$ cat config.mk
export PLATFORM = sky130hd
export DESIGN_NAME = modular_row_dot_product_flat
export DESIGN_NICKNAME = d
export VERILOG_FILES = /design/src/design/mrdp_pkg.sv /design/src/design/mrdp_in_if.sv /design/src/design/mrdp_out_if.sv /design/src/design/modular_row_dot_product.sv /design/src/design/mrdp_datapath.sv /design/src/design/mrdp_ctrl.sv /design/src/flat_wrapper.sv
export SDC_FILE = /design/constraint.sdc
export NUM_CORES = 1
export LEC_CHECK = 0
export CORE_MARGIN = 5
export CORE_UTILIZATION = 25
export CTS_CLUSTER_DIAMETER = 200
export DETAILED_ROUTE_END_ITERATION = 10
export DONT_BUFFER_PORTS = 1
export GPL_ROUTABILITY_DRIVEN = 0
export MAX_ROUTING_LAYER = met4
export PLACE_DENSITY_LB_ADDON = 0.08
export SLEW_MARGIN = 20
export SYNTH_ARGS = -nofsm -noshare
export SYNTH_HDL_FRONTEND = slang
export SYNTH_HIERARCHICAL = 1
export SYNTH_SLANG_ARGS = --single-unit
$ cat constraint.sdc
create_clock -name clk_i -period 16.64 [get_ports clk_i]
set_clock_uncertainty 0.1 [all_clocks]
set_input_delay 2.496 -clock clk_i [delete_from_list [all_inputs] [get_ports clk_i]]
set_output_delay 2.496 -clock clk_i [all_outputs]
set_load 0.005 [all_outputs]
$ cat src/design/mrdp_pkg.sv
package mrdp_pkg;

  // Configuration register indexes.
  localparam logic [0:0] CFG_PRIME = 1'b0;
  localparam logic [0:0] CFG_FINAL = 1'b1;

  // Controller states.
  typedef enum logic [2:0] {
    ST_IDLE,
    ST_REDUCE,
    ST_MUL,
    ST_ACC,
    ST_FIN,
    ST_DONE
  } state_e;

  // Commands from the controller to the datapath.
  typedef struct packed {
    logic load_in;
    logic red_step;
    logic mul_step;
    logic acc_en;
    logic fin_step;
    logic out_load;
  } cmd_t;

  // Status from the datapath to the controller.
  typedef struct packed {
    logic last;
  } status_t;

endpackage

$ cat src/design/mrdp_in_if.sv
interface mrdp_in_if #(
  parameter int ELEM_BITS = 32
);
  logic                 valid;
  logic                 ready;
  logic [ELEM_BITS-1:0] matrix_element;
  logic [ELEM_BITS-1:0] vector_element;
  logic                 row_end;

  modport source (output valid, output matrix_element, output vector_element,
                  output row_end, input ready);
  modport sink (input valid, input matrix_element, input vector_element,
                input row_end, output ready);
endinterface

$ cat src/design/mrdp_out_if.sv
interface mrdp_out_if #(
  parameter int ELEM_BITS = 32
);
  logic                 valid;
  logic                 ready;
  logic [ELEM_BITS-1:0] row_result;

  modport source (output valid, output row_result, input ready);
  modport sink (input valid, input row_result, output ready);
endinterface

$ cat src/design/modular_row_dot_product.sv
// Modular row dot product.
// Input channel in_ch carries one transaction per row element: matrix_element,
// vector_element and row_end, which marks the last element of a row. Each
// element is multiplied by its vector element modulo the prime register and
// added modulo the prime into a running sum. The transaction with row_end set
// produces one output transaction on out_ch with row_result, the sum reduced
// by the final modulus register when that register is nonzero; the sum is
// then cleared. Configuration is written through cfg_we_i, cfg_idx_i
// and cfg_data_i; the user must write it only while the block is
// idle, as the block itself does not enforce this. One element
// occupies the block for a load, one bit-serial remainder pass, one
// bit-serial shift-add multiply pass and an accumulate step. A row
// end adds the final remainder pass and a step that loads the output
// register. The output register holds a result until the receiver
// takes it while the next element is already processed; a second result
// waits in the controller until the register is free. Reset clears the sum,
// the control state and the output valid and restores the register defaults.
module modular_row_dot_product #(
  parameter int ELEM_BITS = 32
) (
  input  logic                 clk_i,
  input  logic                 rst_ni,
  mrdp_in_if.sink              in_ch,
  mrdp_out_if.source           out_ch,
  input  logic                 cfg_we_i,
  input  logic [0:0]           cfg_idx_i,
  input  logic [ELEM_BITS-1:0] cfg_data_i
);
  import mrdp_pkg::*;

  cmd_t    cmd;
  status_t status;

  mrdp_ctrl #(.ELEM_BITS(ELEM_BITS)) u_ctrl (
    .clk_i       (clk_i),
    .rst_ni      (rst_ni),
    .in_valid_i  (in_ch.valid),
    .in_ready_o  (in_ch.ready),
    .out_valid_o (out_ch.valid),
    .out_ready_i (out_ch.ready),
    .status_i    (status),
    .cmd_o       (cmd)
  );

  mrdp_datapath #(.ELEM_BITS(ELEM_BITS)) u_dp (
    .clk_i            (clk_i),
    .rst_ni           (rst_ni),
    .cmd_i            (cmd),
    .status_o         (status),
    .matrix_element_i (in_ch.matrix_element),
    .vector_element_i (in_ch.vector_element),
    .row_end_i        (in_ch.row_end),
    .cfg_we_i         (cfg_we_i),
    .cfg_idx_i        (cfg_idx_i),
    .cfg_data_i       (cfg_data_i),
    .row_result_o     (out_ch.row_result)
  );

endmodule

$ cat src/design/mrdp_datapath.sv
module mrdp_datapath #(
  parameter int ELEM_BITS = 32
) (
  input  logic                 clk_i,
  input  logic                 rst_ni,
  input  mrdp_pkg::cmd_t       cmd_i,
  output mrdp_pkg::status_t    status_o,
  input  logic [ELEM_BITS-1:0] matrix_element_i,
  input  logic [ELEM_BITS-1:0] vector_element_i,
  input  logic                 row_end_i,
  input  logic                 cfg_we_i,
  input  logic [0:0]           cfg_idx_i,
  input  logic [ELEM_BITS-1:0] cfg_data_i,
  output logic [ELEM_BITS-1:0] row_result_o
);
  import mrdp_pkg::*;

  localparam int W = ELEM_BITS;
  localparam logic [W-1:0] PRIME_RST = W'(64'h0000_0000_FFFF_FFFB);

  logic [W-1:0] prime_q, final_q;
  logic [W-1:0] sum_q;
  logic [W-1:0] xa_q, ra_q;
  logic [W-1:0] xs_q, rs_q;
  logic [W-1:0] b_q, acc_q;
  logic [W-1:0] out_q;
  logic         last_q;

  logic [W-1:0] ra_d, rs_d, mul_d, add_d, ms;
  logic [W+1:0] mul_s, mul_p1, mul_p2;
  logic [W:0]   add_s;

  // One restoring step of a remainder: shift in one dividend bit, subtract if it fits.
  // A modulus of zero subtracts zero, so the dividend passes through unchanged.
  function automatic logic [W-1:0] rem_step(input logic [W-1:0] r, input logic bit_in,
                                            input logic [W-1:0] m);
    logic [W:0] sh;
    sh = {r, bit_in};
    if (sh >= {1'b0, m}) begin
      rem_step = W'(sh - {1'b0, m});
    end else begin
      rem_step = sh[W-1:0];
    end
  endfunction

  // Configuration registers.
  always_ff @(posedge clk_i or negedge rst_ni) begin
    if (!rst_ni) begin
      prime_q <= PRIME_RST;
      final_q <= '0;
    end else if (cfg_we_i) begin
      case (cfg_idx_i)
        CFG_PRIME: prime_q <= cfg_data_i;
        CFG_FINAL: final_q <= cfg_data_i;
        default: ;
      endcase
    end
  end

  // Remainder lanes: lane A reduces the matrix element, lane S the sum.
  assign ms   = cmd_i.fin_step ? final_q : prime_q;
  assign ra_d = rem_step(ra_q, xa_q[W-1], prime_q);
  assign rs_d = rem_step(rs_q, xs_q[W-1], ms);

  // Shift-add multiply step: 2*acc + a is below 3P, so subtract P or 2P at most.
  always_comb begin
    mul_s  = {1'b0, acc_q, 1'b0} + (b_q[W-1] ? {2'b00, ra_q} : '0);
    mul_p1 = {2'b00, prime_q};
    mul_p2 = {1'b0, prime_q, 1'b0};
    if (prime_q == '0) begin
      mul_d = mul_s[W-1:0];
    end else if (mul_s >= mul_p2) begin
      mul_d = W'(mul_s - mul_p2);
    end else if (mul_s >= mul_p1) begin
      mul_d = W'(mul_s - mul_p1);
    end else begin
      mul_d = mul_s[W-1:0];
    end
  end

  // Modular add of the reduced sum and the product.
  always_comb begin
    add_s = {1'b0, rs_q} + {1'b0, acc_q};
    if (prime_q == '0) begin
      add_d = add_s[W-1:0];
    end else if (add_s >= {1'b0, prime_q}) begin
      add_d = W'(add_s - {1'b0, prime_q});
    end else begin
      add_d = add_s[W-1:0];
    end
  end

  // Running sum is control state and is cleared at reset.
  always_ff @(posedge clk_i or negedge rst_ni) begin
    if (!rst_ni) begin
      sum_q <= '0;
    end else if (cmd_i.acc_en) begin
      sum_q <= last_q ? '0 : add_d;
    end
  end

  // Working registers.
  always_ff @(posedge clk_i) begin
    if (cmd_i.load_in) begin
      xa_q   <= matrix_element_i;
      ra_q   <= '0;
      xs_q   <= sum_q;
      rs_q   <= '0;
      b_q    <= vector_element_i;
      acc_q  <= '0;
      last_q <= row_end_i;
    end
    if (cmd_i.red_step) begin
      xa_q <= {xa_q[W-2:0], 1'b0};
      ra_q <= ra_d;
    end
    if (cmd_i.red_step || cmd_i.fin_step) begin
      xs_q <= {xs_q[W-2:0], 1'b0};
      rs_q <= rs_d;
    end
    if (cmd_i.mul_step) begin
      b_q   <= {b_q[W-2:0], 1'b0};
      acc_q <= mul_d;
    end
    if (cmd_i.acc_en && last_q) begin
      xs_q <= add_d;
      rs_q <= '0;
    end
    if (cmd_i.out_load) begin
      out_q <= rs_q;
    end
  end

  assign status_o.last = last_q;
  assign row_result_o  = out_q;

endmodule

$ cat src/design/mrdp_ctrl.sv
module mrdp_ctrl #(
  parameter int ELEM_BITS = 32
) (
  input  logic              clk_i,
  input  logic              rst_ni,
  input  logic              in_valid_i,
  output logic              in_ready_o,
  output logic              out_valid_o,
  input  logic              out_ready_i,
  input  mrdp_pkg::status_t status_i,
  output mrdp_pkg::cmd_t    cmd_o
);
  import mrdp_pkg::*;

  localparam int CW = $clog2(ELEM_BITS);
  localparam logic [CW-1:0] CNT_LAST = CW'(ELEM_BITS - 1);

  state_e        state_q, state_d;
  logic [CW-1:0] cnt_q, cnt_d;
  logic          out_valid_q, out_valid_d;
  logic          cnt_done, out_free;

  assign cnt_done = (cnt_q == CNT_LAST);
  assign out_free = !out_valid_q || out_ready_i;

  // Next state.
  always_comb begin
    state_d = state_q;
    case (state_q)
      ST_IDLE:   if (in_valid_i) state_d = ST_REDUCE;
      ST_REDUCE: if (cnt_done) state_d = ST_MUL;
      ST_MUL:    if (cnt_done) state_d = ST_ACC;
      ST_ACC:    state_d = status_i.last ? ST_FIN : ST_IDLE;
      ST_FIN:    if (cnt_done) state_d = ST_DONE;
      ST_DONE:   if (out_free) state_d = ST_IDLE;
      default:   state_d = ST_IDLE;
    endcase
  end

  // Outputs and commands.
  always_comb begin
    cmd_o      = '0;
    in_ready_o = 1'b0;
    case (state_q)
      ST_IDLE: begin
        in_ready_o    = 1'b1;
        cmd_o.load_in = in_valid_i;
      end
      ST_REDUCE: cmd_o.red_step = 1'b1;
      ST_MUL:    cmd_o.mul_step = 1'b1;
      ST_ACC:    cmd_o.acc_en   = 1'b1;
      ST_FIN:    cmd_o.fin_step = 1'b1;
      ST_DONE:   cmd_o.out_load = out_free;
      default: ;
    endcase
  end

  // Bit counter for the serial phases and the output valid flag.
  always_comb begin
    cnt_d = '0;
    if ((state_q == ST_REDUCE || state_q == ST_MUL || state_q == ST_FIN) && !cnt_done) begin
      cnt_d = cnt_q + CW'(1);
    end
    out_valid_d = out_valid_q;
    if (out_valid_q && out_ready_i) begin
      out_valid_d = 1'b0;
    end
    if (cmd_o.out_load) begin
      out_valid_d = 1'b1;
    end
  end

  always_ff @(posedge clk_i or negedge rst_ni) begin
    if (!rst_ni) begin
      state_q     <= ST_IDLE;
      cnt_q       <= '0;
      out_valid_q <= 1'b0;
    end else begin
      state_q     <= state_d;
      cnt_q       <= cnt_d;
      out_valid_q <= out_valid_d;
    end
  end

  assign out_valid_o = out_valid_q;

endmodule

$ cat src/flat_wrapper.sv
// flat-port wrapper written by rule: the top's interface ports become plain ports
module modular_row_dot_product_flat import mrdp_pkg::*;
#(
  parameter int ELEM_BITS = 32
)
  (clk_i, rst_ni, cfg_we_i, cfg_idx_i, cfg_data_i, in_ch_valid, in_ch_matrix_element, in_ch_vector_element, in_ch_row_end, in_ch_ready, out_ch_valid, out_ch_row_result, out_ch_ready);
  mrdp_in_if #(.ELEM_BITS(ELEM_BITS)) in_ch_i ();
  mrdp_out_if #(.ELEM_BITS(ELEM_BITS)) out_ch_i ();
  input  logic clk_i;
  input  logic rst_ni;
  input  logic cfg_we_i;
  input  logic [0:0] cfg_idx_i;
  input  logic [ELEM_BITS-1:0] cfg_data_i;
  input wire logic [$bits(in_ch_i.valid)-1:0] in_ch_valid;
  input wire logic [$bits(in_ch_i.matrix_element)-1:0] in_ch_matrix_element;
  input wire logic [$bits(in_ch_i.vector_element)-1:0] in_ch_vector_element;
  input wire logic [$bits(in_ch_i.row_end)-1:0] in_ch_row_end;
  output wire logic [$bits(in_ch_i.ready)-1:0] in_ch_ready;
  output wire logic [$bits(out_ch_i.valid)-1:0] out_ch_valid;
  output wire logic [$bits(out_ch_i.row_result)-1:0] out_ch_row_result;
  input wire logic [$bits(out_ch_i.ready)-1:0] out_ch_ready;
  assign in_ch_i.valid = in_ch_valid;
  assign in_ch_i.matrix_element = in_ch_matrix_element;
  assign in_ch_i.vector_element = in_ch_vector_element;
  assign in_ch_i.row_end = in_ch_row_end;
  assign in_ch_ready = in_ch_i.ready;
  assign out_ch_valid = out_ch_i.valid;
  assign out_ch_row_result = out_ch_i.row_result;
  assign out_ch_i.ready = out_ch_ready;
  modular_row_dot_product #(.ELEM_BITS(ELEM_BITS)) u_core (.clk_i(clk_i), .rst_ni(rst_ni), .in_ch(in_ch_i), .out_ch(out_ch_i), .cfg_we_i(cfg_we_i), .cfg_idx_i(cfg_idx_i), .cfg_data_i(cfg_data_i));
endmodule
# Yosys cells after proc, flatten, opt, wreduce, memory -nomap -nowiden
# Index checks and enable logic that the tools add are counted.
dict set report word_totals {
  wordCells 98
  input_bits 103
  output_inout_bits 34
  ff_bits 330
}
dict set report classes {
  addsub 8
  order_cmp 5
  reduce_logical 19
  muxes 38
  eq_ne 11
  bitwise 1
}
# operator count
set ops {}
lappend ops {{$mux W32} 21}
lappend ops {{$sub A32 B32 Y32} 5}
lappend ops {{$ge A33 B32 Y1} 3}
lappend ops {{$add A33 B32 Y34} 1}
lappend ops {{$ge A34 B32 Y1} 1}
lappend ops {{$ge A34 B33 Y1} 1}
lappend ops {{$add A32 B32 Y33} 1}
lappend ops {{$logic_not A32 Y1} 1}
lappend ops {{$mux W3} 6}
lappend ops {{$pmux W3 S6} 1}
lappend ops {{$ne A2 B2 Y1 const B} 5}
lappend ops {{$mux W1} 9}
lappend ops {{$reduce_bool A2 Y1} 4}
lappend ops {{$eq A3 B2 Y1 const B} 2}
lappend ops {{$eq A3 B3 Y1 const B} 2}
lappend ops {{$add A5 B1 Y5 const B} 1}
lappend ops {{$eq A5 B5 Y1 const B} 1}
lappend ops {{$mux W5} 1}
lappend ops {{$reduce_and A5 Y1} 1}
lappend ops {{$logic_or A1 B1 Y1} 4}
lappend ops {{$reduce_and A2 Y1} 2}
lappend ops {{$eq A3 B1 Y1 const B} 1}
lappend ops {{$logic_and A1 B1 Y1} 3}
lappend ops {{$logic_not A3 Y1} 1}
lappend ops {{3 further kinds} 4}

# Depth between registers and ports, before layout
# Gate-level depths: netlist (run 1).
dict set report depth {
  word_depth 7
  ltp_mapped 28
  ltp_nobuf 24
}

# Hierarchy
# The synthesis (run 1) kept the hierarchy.
# mod cells_per_inst area_each_um2 n_inst
set by_module_without_submodules {}
lappend by_module_without_submodules {mrdp_datapath 2648 24960.2 1}
lappend by_module_without_submodules {mrdp_ctrl 52 499.2 1}

# Worst setup path after synthesis (run 1)
# OpenSTA, ideal clock, no wires.
dict set report synth_path {
  path_type {flip-flop to flip-flop}
  from {reg u_core.u_dp.b_q[31]}
  to {reg u_core.u_dp.acc_q[16], data pin}
  arrival_time_ps 5225
  setup_ps 270
  required_ps 16270
  path_stages_with_launch 29
  slack_ps 11044
  synth_period_minus_slack_ps 5596
  path_buffers 4
  path_cell_list {edfxtp_1 -> clkbuf_1 -> and2_1 -> ha_1 -> inv_1 -> fa_1 -> nor2b_1 -> o31a_1 -> o2111ai_1 -> and4b_1 -> o21ai_0 -> a31oi_1 -> o21bai_1 -> a21oi_1 -> xnor2_1 -> ha_1 -> a21oi_1 -> o21ai_0 -> o21ai_0 -> o211ai_1 -> a311o_1 -> nand3_1 -> and2_1 -> buf_2 -> a21oi_1 -> buf_2 -> buf_2 -> o21ai_0 -> a21oi_1}
}
dict set report synth_between {
  elab_chain_len 7
}
# element line_no
set synth_rtl {}
lappend synth_rtl {{start, declared} mrdp_datapath.sv:25} ;# logic [W-1:0] b_q, acc_q;
lappend synth_rtl {{start signal, assigned} mrdp_datapath.sv:109} ;# b_q <= vector_element_i;
lappend synth_rtl {{start signal, assigned} mrdp_datapath.sv:122} ;# b_q <= {b_q[W-2:0], 1'b0};
lappend synth_rtl {{$mux W32 (*)} mrdp_datapath.sv:67} ;# mul_s = {1'b0, acc_q, 1'b0} + (b_q[W-1] ? {2'b00, ra_q} : '0);
lappend synth_rtl {{$add A33 B32 Y34 (*)} mrdp_datapath.sv:67}
lappend synth_rtl {{$sub A32 B32 Y32 or $ge A34 B32 Y1 (tied branches)} {mrdp_datapath.sv:75, mrdp_datapath.sv:74}}
lappend synth_rtl {{$mux W32} mrdp_datapath.sv:74} ;# end else if (mul_s >= mul_p1) begin
lappend synth_rtl {{$mux W32} mrdp_datapath.sv:72} ;# end else if (mul_s >= mul_p2) begin
lappend synth_rtl {{$mux W32 (*)} mrdp_datapath.sv:70} ;# if (prime_q == '0) begin
lappend synth_rtl {{$mux W32 (*)} mrdp_datapath.sv:121} ;# if (cmd_i.mul_step) begin
lappend synth_rtl {{end signal, assigned} mrdp_datapath.sv:123} ;# acc_q <= mul_d;
lappend synth_rtl {{end, declared} mrdp_datapath.sv:25}
# Mark *: on every way between the ends. The rest lies on a longest branch, timed or not.
# A chain may end at the register's enable or synchronous reset.

# Worst setup path after layout (run 1)
dict set report layout_path {
  from {reg u_core.u_dp.b_q[31]}
  to {reg u_core.u_dp.acc_q[31], data pin}
}
# Same word-level chain as after synthesis.

==> run metrics, run 1 <==
H-tree depth=2; Clock Latency Late Sink=0.61 ns; hold buffers post-CTS=0; hpwl dp=78.3 mm; syn nets=3035; worst path arrival time=8.14 ns; clock transition at the registers of the reported paths=0.06 ns; total setup buffers inserted after CTS=0; CP required=16.83 ns; Die Wd=329 um; Worst Setup Path Type=flip-flop to flip-flop; CTS root buffer=clkbuf_16; GRT Total Usage=19.0%; Routed Antenna Nets=0; Core Rows=117; Worst Tran Pin Value=1.11 ns; # fillers=10.7k; Detailed Routing Iterations Pass 1=5; num ports=137; predominant post-synthesis flop cell=edfxtp_1; routed length per instance=25.2 um; Post-layout nets=3017; WHS Endpoint=u_core/u_ctrl/cnt_q[0]; Core Area=101000 um2; first-pass GRT wire length=148 mm; most frequent cells in the layout=ha_1 (225), nand2_1 (215), o21ai_0 (211), a21oi_1 (203), edfxtp_1 (191); crit start category=flip-flop; Post-synth EDFFs=191; synth unique cells=82; initial antenna violation count=10; endpoint type of the worst setup path=flip-flop; RSZ-0062 raised after global routing=false; Post-Syn Instances=2700; cell accounting for the most synthesized area=edfxtp_1; Initial Utilization=25.1%; slowest CP cell=and2_1; reg2reg start=u_core/u_dp/b_q[31]; Slew HR=25.6%; gr ovfl total=0; reg2reg setup slack=8.69 ns; Resized cells post-CTS=0; final hold violations=0; vias=21.5k; number of CTS-inserted buffers=44; Async S/R FF share, synth=31.8%; setup TNS=0 ns; hold crit path type=flip-flop to flip-flop; TritonCTS clock tree=built; post-synth top area share=22.5%; outcome=finished clean; Clock Path Buffers=3; Iter 0 DRT Violations=1501; Hold Crit Start=u_core/u_ctrl/cnt_q[0]; Max Clock Freq=126 MHz; largest net degree at the start of global routing=106; vias in the first global route=21.2k; Final min period=7.95 ns; final WL=103 mm; period utilisation layout=47.8%; sequential area share after synthesis=35.7%; final setup fails=0; vias per inst=5.26; full die area=108000 um2; Port Buffers=0; most common cell after layout, fill and taps aside=ha_1; Ys Warns=6; worst r2r dst=u_core/u_dp/acc_q[31]; Die Ht=329 um; Synth area leaders=edfxtp_1 (23%), ha_1 (11%), dfrtp_1 (7.3%); layout cells sized above 1=9.05%; Hold Path Depth=1; Largest stage delay, worst path=0.85 ns; clk sink count=330; Mapped Area=25500 um2; Syn-to-layout area delta=12.2%; worst r2r path cells=25; number of synthesized register bits=330; post-synthesis average cell area=9.43 um2; CP Max Fanout=32; Max Slew Vio Count=0; crit-path most repeated cell=o21ai_0; DRC=0; MaxCap Viol Count=0
-- metrics by stage --
step | std cells | hold WS, ns | setup slack [ns] | util, % | cell area, um2
6_report | 4088 | 0.369 | 8.69 | 28.2 | 28600
5_1_grt | 4088 | 0.388 | 8.15 | 28.2 | 28600
4_1_cts | 4086 | 0.374 | 8.69 | 28.2 | 28600
3_5_place_dp | 4004 | 0.367 | 8.71 | 26.7 | 27100
3_3_place_gp | 4004 | 0.343 | 8.88 | 26.7 | 27100
2_1_floorplan | 2700 | 0.333 | 11.04 | - | 25500
-- cells in the mapped netlist (8+ instances only) --
| cell type | number |
|---|---|
| ha_1 | 225 |
| nand2_1 | 216 |
| o21ai_0 | 211 |
| a21oi_1 | 204 |
| edfxtp_1 | 191 |
| nor2_1 | 165 |
| mux2i_1 | 109 |
| xnor2_1 | 106 |
| inv_1 | 98 |
| xor2_1 | 80 |
| clkbuf_1 | 76 |
| dfrtp_1 | 74 |
| a21o_1 | 69 |
| mux2_2 | 67 |
| a22o_1 | 65 |
| nand3_1 | 54 |
| nor3_1 | 47 |
| and2_1 | 44 |
| dfxtp_1 | 34 |
| o21a_1 | 34 |
| a211oi_1 | 33 |
| dfstp_2 | 31 |
| nand2b_1 | 31 |
| nand4_1 | 30 |
| nor2b_1 | 29 |
| o2bb2ai_1 | 29 |
| o21bai_1 | 23 |
| o21ai_1 | 22 |
| a31oi_1 | 19 |
| and3_1 | 19 |
| nor4_1 | 19 |
| o211ai_1 | 19 |
| a32oi_1 | 13 |
| o31ai_1 | 13 |
| or2_2 | 13 |
| buf_2 | 12 |
| a211o_1 | 11 |
| a221oi_1 | 10 |
| o22ai_1 | 10 |
| a31o_2 | 8 |
| and4_1 | 8 |
| or3_1 | 8 |
-- worst max-delay path by stage --
stage | slack (ns) | from | endpoint | cells after the start
after floorplan | 11.04 | u_core/u_dp/b_q[31] | u_core/u_dp/acc_q[16] | 28
after global placement | 8.88 | u_core/u_dp/b_q[31] | u_core/u_dp/acc_q[31] | 25
after detailed placement | 8.71 | u_core/u_dp/b_q[31] | u_core/u_dp/acc_q[1] | 25
after global routing | 8.15 | u_core/u_dp/b_q[31] | u_core/u_dp/acc_q[31] | 25
after CTS | 8.69 | u_core/u_dp/b_q[31] | u_core/u_dp/acc_q[1] | 25
final | 8.69 | u_core/u_dp/b_q[31] | u_core/u_dp/acc_q[31] | 25
-- per-layer routing --
| metal | part of all wire (%) | vias to the layer above | global-route usage, % |
|---|---|---|---|
| met1 | 45 | 10600 | 24.1 |
| met5 | 0 | - | - |
| met4 | 3.6 | 0 | 6.06 |
| met3 | 5.2 | 120 | 3.00 |
| li1 | - | 10200 | - |
| met2 | 46 | 622 | 31.1 |
-- kinds of logic after synthesis --
group | synth area share [%]
buffers and inverters | 3.16
adders and majority gates | 11.6
DFF | 35.7
AOI/OAI and AO/OA | 22.7
and+or+nand+nor | 13.2
xor gates and xnor gates | 6.40
muxes | 7.25
-- state kept, by name, summed over array words and instances, names as in the netlist --
signal                     flops
u_core/u_dp/xa_q              32
u_core/u_dp/status_o           1
u_core/u_dp/xs_q              32
u_core/u_dp/final_q           32
u_core/u_ctrl/out_valid_o      1
u_core/u_dp/b_q               32
u_core/u_dp/prime_q           32
u_core/u_dp/acc_q             32
u_core/u_ctrl/cnt_q            5
u_core/u_dp/rs_q              32
u_core/u_dp/ra_q              32
u_core/u_dp/sum_q             32
u_core/u_ctrl/state_q          3
u_core/u_dp/row_result_o      32
-- layout make-up --
| cell class | count | area, um2 | area share, % |
|---|---|---|---|
| repair buffers | 34 | 255 | 0.893 |
| clock inverters | 20 | 259 | 0.906 |
| diodes | 2 | 5.00 | 0.0175 |
| multi-input cells | 2172 | 15700 | 54.8 |
| inverters | 100 | 378 | 1.32 |
| clock buffers | 62 | 1230 | 4.30 |
| flip-flops and latches | 330 | 9080 | 31.8 |
| well taps | 1368 | 1710 | 5.99 |
-- critical path: cells and delay by family, from the launching register on --
kind                     cells  cell delay, ns
flip-flops                   1            0.32
AND/OR/NAND/NOR              6            2.42
AO/OA/AOI/OAI               13            3.15
adder cells (fa/ha/maj)      3            0.95
buffers and inverters        2            0.35
XOR/XNOR                     1            0.34
Power of run 1 is not shown: default switching activity piles up to over one toggle a cycle in this logic, so the estimate is an artifact.
==> run 2: changes to the inputs <==
clock period = 6.68 ns   (was 16.64 ns; I/O delays follow)
==> run 2 against run 1 <==
Via count up 0.30%. Worst setup slack lost 8.4 ns. Cell count rose by 0.88%. Wire length rose by 0.74%. Hold slack got worse by 0.23 ns. Sequential cell count did not move. Critical path depth decreased by 2. Register-to-register slack got worse by 8.4 ns. Design area up 1.1%. Critical endpoint is now u_core/u_dp/xs_q[9]. Largest cell class unchanged.
==> run metrics, run 2 (synthesis gave the netlist of run 1 again) <==
most frequent cells in the layout=ha_1 (225), nand2_1 (215), o21ai_0 (210), a21oi_1 (202), edfxtp_1 (191) (was ha_1 (225), nand2_1 (215), o21ai_0 (211), a21oi_1 (203), edfxtp_1 (191)); number of CTS-inserted buffers=44 (unchanged); Seq. cell area=9080 um2 (unchanged); clock transition at the registers of the reported paths=0.06 ns (about the same); setup TNS=0 ns (unchanged); # fillers=10.7k (about the same); Port Buffers=0 (unchanged); Die Ht=329 um (unchanged); final WL=104 mm (was 103 mm); final hold violations=0 (unchanged); Largest stage delay, worst path=0.53 ns (was 0.85 ns); TritonCTS clock tree=built (unchanged); Slew HR=27.4% (was 25.6%); CTS root buffer=clkbuf_16 (unchanged); slowest CP cell=o31ai_1 (was and2_1); first-pass GRT wire length=149 mm (was 148 mm); most common cell after layout, fill and taps aside=ha_1 (unchanged); period utilisation layout=95.5% (was 47.8%); Die Wd=329 um (unchanged); initial antenna violation count=10 (unchanged); outcome=finished clean (unchanged); crit start category=flip-flop (unchanged); routed length per instance=25.2 um (about the same); DRC=0 (unchanged); Max Slew Vio Count=0 (unchanged); gr ovfl total=0 (unchanged); GRT Total Usage=19.1% (was 19.0%); hold crit path type=input port to asynchronous set/reset pin (was flip-flop to flip-flop); Finished Core Util=28.5% (was 28.2%); hpwl dp=78.9 mm (was 78.3 mm); Final min period=6.38 ns (was 7.95 ns); Worst Setup Path Type=flip-flop to flip-flop (unchanged); vias in the first global route=21.1k (was 21.2k); Max Clock Freq=157 MHz (was 126 MHz); Initial Utilization=25.1% (unchanged); CP Max Fanout=24 (was 32); Core Rows=117 (unchanged); RSZ-0062 raised after global routing=false (unchanged); H-tree depth=2 (unchanged); endpoint type of the worst setup path=flip-flop (unchanged); Iter 0 DRT Violations=1623 (was 1501); layout cells sized above 1=10.6% (was 9.05%); CP required=6.91 ns (was 16.83 ns); Syn-to-layout area delta=13.4% (was 12.2%); final setup fails=0 (unchanged); vias per inst=5.23 (was 5.26); vias=21.6k (was 21.5k); Clock Latency Late Sink=0.60 ns (was 0.61 ns); worst path bufs/invs=2 (unchanged); clk sink count=330 (unchanged); footprint of the multi-input gates=15700 um2 (about the same); Routed Antenna Nets=0 (unchanged); Core Area=101000 um2 (unchanged); largest net degree at the start of global routing=69 (was 106); worst path arrival time=6.60 ns (was 8.14 ns); Detailed Routing Iterations Pass 1=5 (unchanged); worst path cell trace=ha_1 -> inv_1 -> fa_1 -> and2b_1 -> o31ai_1 -> a21o_1 -> nand3_1 -> o211ai_1 -> o221ai_1 -> a21oi_1 -> xnor2_1 -> ha_1 -> a211oi_1 -> nor2_1 -> o41ai_1 -> a21oi_1 -> a211o_1 -> a21oi_1 -> o311a_1 -> a21oi_4 -> buf_4 -> mux2i_1 -> o21ai_1; Worst Tran Pin Value=1.09 ns (was 1.11 ns); full die area=108000 um2 (unchanged); Clock Path Buffers=3 (unchanged); delay-heaviest family, CP=compound AO/OA/AOI/OAI gates (unchanged); num ports=137 (unchanged); MaxCap Viol Count=0 (unchanged); Post-layout nets=3049 (was 3017); crit-path most repeated cell=a21oi_1 (was o21ai_0)
[run 2: path summary, 6_finish.rpt]
kind                                        startpoint                      to  slack (ns)  depth (start not counted)
worst max-delay path               u_core/u_dp/rs_q[0]     u_core/u_dp/xs_q[9]        0.30                         23
worst min-delay path                            rst_ni  u_core/u_dp/prime_q[2]        0.14                          1
worst max register to register     u_core/u_dp/rs_q[0]     u_core/u_dp/xs_q[9]        0.30                         23
worst min register to register  u_core/u_ctrl/cnt_q[0]  u_core/u_ctrl/cnt_q[0]        0.37                          1
max in group asynchronous                       rst_ni  u_core/u_dp/final_q[9]        5.88                          1
min in group clk_i              u_core/u_ctrl/cnt_q[0]  u_core/u_ctrl/cnt_q[0]        0.37                          1
[run 2: what timing repair did]
| action | CTS | global route |
|---|---|---|
| pin swaps | 0 | 0 |
| buffers inserted | 0 | 2 |
| hold buffers | 2 | 0 |
| endpoints found under the hold margin | 60 | 0 |
| setup endpoints to repair | 8 | 32 |
| gates resized for setup | 1 | 10 |
[run 2: area by class of cell]
cell class / instances / share of cell area, %
tap: 1368 / 5.93
multi-input combinational: 2172 / 54.4
timing repair buffer: 66 / 1.87
antenna: 7 / 0.0607
inverter: 100 / 1.31
clock buffer: 56 / 4.22
clock inverter: 25 / 0.784
sequential: 330 / 31.5
[run 2: through the flow]
stage                     cell area, um2  cells  worst slack, ns  hold WS, ns
final                              28900   4124            0.303        0.141
after global routing               28900   4122           0.0128        0.117
after CTS                          28800   4115          0.00209        0.110
after detailed placement           27300   4032           -0.209        0.368
after global placement             27300   4032           -0.170        0.344
after floorplan                    25500   2700             1.08        0.333
[run 2: layer usage]
layer	routed length [um]	up-vias	share of wire (%)	GRT usage, %
met5	0	-	0	-
met4	2670	0	2.6	4.87
met3	4530	119	4.4	2.80
met2	48000	556	46	30.8
met1	48600	10700	47	25.5
li1	-	10200	-	-
Power of run 2 is left out for the same reason.
==> run 3: changes to the inputs <==
CELL_PAD_IN_SITES_DETAIL_PLACEMENT = 1   (was not set)
CELL_PAD_IN_SITES_GLOBAL_PLACEMENT = 1   (was not set)
==> run 3 against run 2 <==
Hold slack worse by 0.022 ns. Sequential cell count did not move. Wire length up 5.4%. Global-route usage rose by 1.2 points. Critical endpoint is now u_core/u_dp/acc_q[30].
==> run metrics, run 3 (synthesis gave the netlist of run 1 again) <==
outcome=finished clean (unchanged); gr ovfl total=0 (unchanged); Routed Antenna Nets=0 (unchanged); GRT Total Usage=20.4% (was 19.1%); area post-placement=27400 um2 (was 27300 um2); CP required=6.93 ns (was 6.91 ns); Final min period=6.32 ns (was 6.38 ns); clock transition at the registers of the reported paths=0.05 ns (was 0.06 ns); H-tree depth=2 (unchanged); hpwl dp=84.4 mm (was 78.9 mm); Worst Setup Path Type=flip-flop to flip-flop (unchanged); endpoint type of the worst setup path=flip-flop (unchanged); final setup fails=0 (unchanged); Core Area=101000 um2 (unchanged); most frequent cells in the layout=ha_1 (225), nand2_1 (215), o21ai_0 (211), a21oi_1 (202), edfxtp_1 (191) (was ha_1 (225), nand2_1 (215), o21ai_0 (210), a21oi_1 (202), edfxtp_1 (191)); design area=28900 um2 (about the same); CP Max Fanout=8 (was 24); hold crit path type=input port to asynchronous set/reset pin (unchanged); final hold violations=0 (unchanged); Worst Tran Pin Value=1.08 ns (was 1.09 ns); layout cells sized above 1=10.9% (was 10.6%); period utilisation layout=94.6% (was 95.5%); Largest stage delay, worst path=0.42 ns (was 0.53 ns); vias in the first global route=22.7k (was 21.1k); RSZ-0062 raised after global routing=false (unchanged); Die Wd=329 um (unchanged); initial antenna violation count=11 (was 10); number of CTS-inserted buffers=45 (was 44); dpl ws=-0.112 ns (was -0.209 ns); Die Ht=329 um (unchanged); CTS root buffer=clkbuf_16 (unchanged); num ports=137 (unchanged); largest net degree at the start of global routing=75 (was 69); Max Slew Vio Count=0 (unchanged); Port Buffers=0 (unchanged); TritonCTS clock tree=built (unchanged); Clock Path Buffers=3 (unchanged); worst path cell trace=buf_4 -> and2_1 -> ha_1 -> nor2b_1 -> o31a_1 -> o2111ai_1 -> and4b_1 -> o21ai_0 -> a31oi_1 -> o21bai_1 -> a21oi_1 -> xnor2_2 -> ha_1 -> a21oi_2 -> o21ai_0 -> o21ai_0 -> o211ai_1 -> a311o_1 -> nand3_1 -> and2_1 -> buf_4 -> nor4_1 -> a41o_1 -> o21a_1 (was ha_1 -> inv_1 -> fa_1 -> and2b_1 -> o31ai_1 -> a21o_1 -> nand3_1 -> o211ai_1 -> o221ai_1 -> a21oi_1 -> xnor2_1 -> ha_1 -> a211oi_1 -> nor2_1 -> o41ai_1 -> a21oi_1 -> a211o_1 -> a21oi_1 -> o311a_1 -> a21oi_4 -> buf_4 -> mux2i_1 -> o21ai_1); DRC=0 (unchanged); Clock Latency Late Sink=0.63 ns (was 0.60 ns); crit start category=flip-flop (unchanged); crit-path most repeated cell=o21ai_0 (was a21oi_1); first-pass GRT wire length=159 mm (was 149 mm); Detailed Routing Iterations Pass 1=6 (was 5); reg2reg start=u_core/u_dp/b_q[31] (was u_core/u_dp/rs_q[0]); Syn-to-layout area delta=13.6% (was 13.4%); routed length per instance=26.5 um (was 25.2 um); MaxCap Viol Count=0 (unchanged); final setup margin=0.362 ns (was 0.303 ns); met1 usage=27.1% (was 25.5%); slowest CP cell=a31oi_1 (was o31ai_1); Max Clock Freq=158 MHz (was 157 MHz); GR peak layer=met2 (unchanged); Slew HR=28.0% (was 27.4%); Core Rows=117 (unchanged); CP startpoint=u_core/u_dp/b_q[31] (was u_core/u_dp/rs_q[0]); worst path arrival time=6.57 ns (was 6.60 ns); met2 usage=33.7% (was 30.8%); Post-layout nets=3060 (was 3049); Initial Utilization=25.1% (unchanged); Iter 0 DRT Violations=1223 (was 1623); clk sink count=330 (unchanged); vias per inst=5.26 (was 5.23); vias=21.7k (was 21.6k); global routing met3 resource utilization=1.96% (was 2.80%); full die area=108000 um2 (unchanged); most common cell after layout, fill and taps aside=ha_1 (unchanged); final WL=109 mm (was 104 mm)
-- run 3: path summary, 6_finish.rpt --
path | slack (ns) | end | depth (start not counted)
max | 0.36 | u_core/u_dp/acc_q[30] | 24
min | 0.12 | u_core/u_dp/prime_q[4] | 0
min reg2reg | 0.38 | u_core/u_dp/sum_q[17] | 1
min in group clk_i | 0.37 | u_core/u_dp/status_o | 0
max reg2reg | 0.36 | u_core/u_dp/acc_q[30] | 24
max in group asynchronous | 5.86 | u_core/u_dp/sum_q[19] | 1
-- run 3: stage by stage --
step | cells | TNS (ns) | hold slack (ns) | util (%)
after floorplan | 2700 | 0 | 0.333 | -
after global placement | 4044 | 0 | 0.344 | 27.0
after detailed placement | 4044 | -0.228 | 0.368 | 27.0
after CTS | 4127 | 0 | 0.0698 | 28.4
after global routing | 4130 | 0 | 0.0823 | 28.5
final | 4131 | 0 | 0.119 | 28.5
-- run 3: final cells by class --
class | instances | area (um2)
Antenna cell | 3 | 7.51
Clock buffer | 53 | 1200
Clock inverter | 29 | 226
Fill cell | 11600 | 72500
Inverter | 100 | 378
Multi-Input combinational cell | 2172 | 15700
Sequential cell | 330 | 9080
Tap cell | 1368 | 1710
Timing Repair Buffer | 76 | 616
-- run 3: timing repair --
| action | CTS | global route |
|---|---|---|
| hold endpoints to repair | 74 | 0 |
| pin swaps | 0 | 0 |
| setup buffers | 0 | 1 |
| gates resized for setup | 1 | 7 |
| hold buffers | 1 | 0 |
| gates cloned | 0 | 0 |
| setup endpoints to repair | 4 | 32 |
-- run 3: layer usage --
metal	vias to the layer above	routed length (um)
met5	-	0
met1	11000	51500
met3	102	3660
li1	10300	-
met2	415	51700
met4	0	2590
-- run 3: critical path: cells and delay by family, from the launching register on --
kind	cells	cell delay [ns]
AOI/OAI and AO/OA	13	3.24
xor gates and xnor gates	1	0.18
buffers and inverters	2	0.40
adders and majority gates	2	0.70
and+or+nand+nor	6	1.01
DFF	1	0.41
Power of run 3 is left out for the same reason.
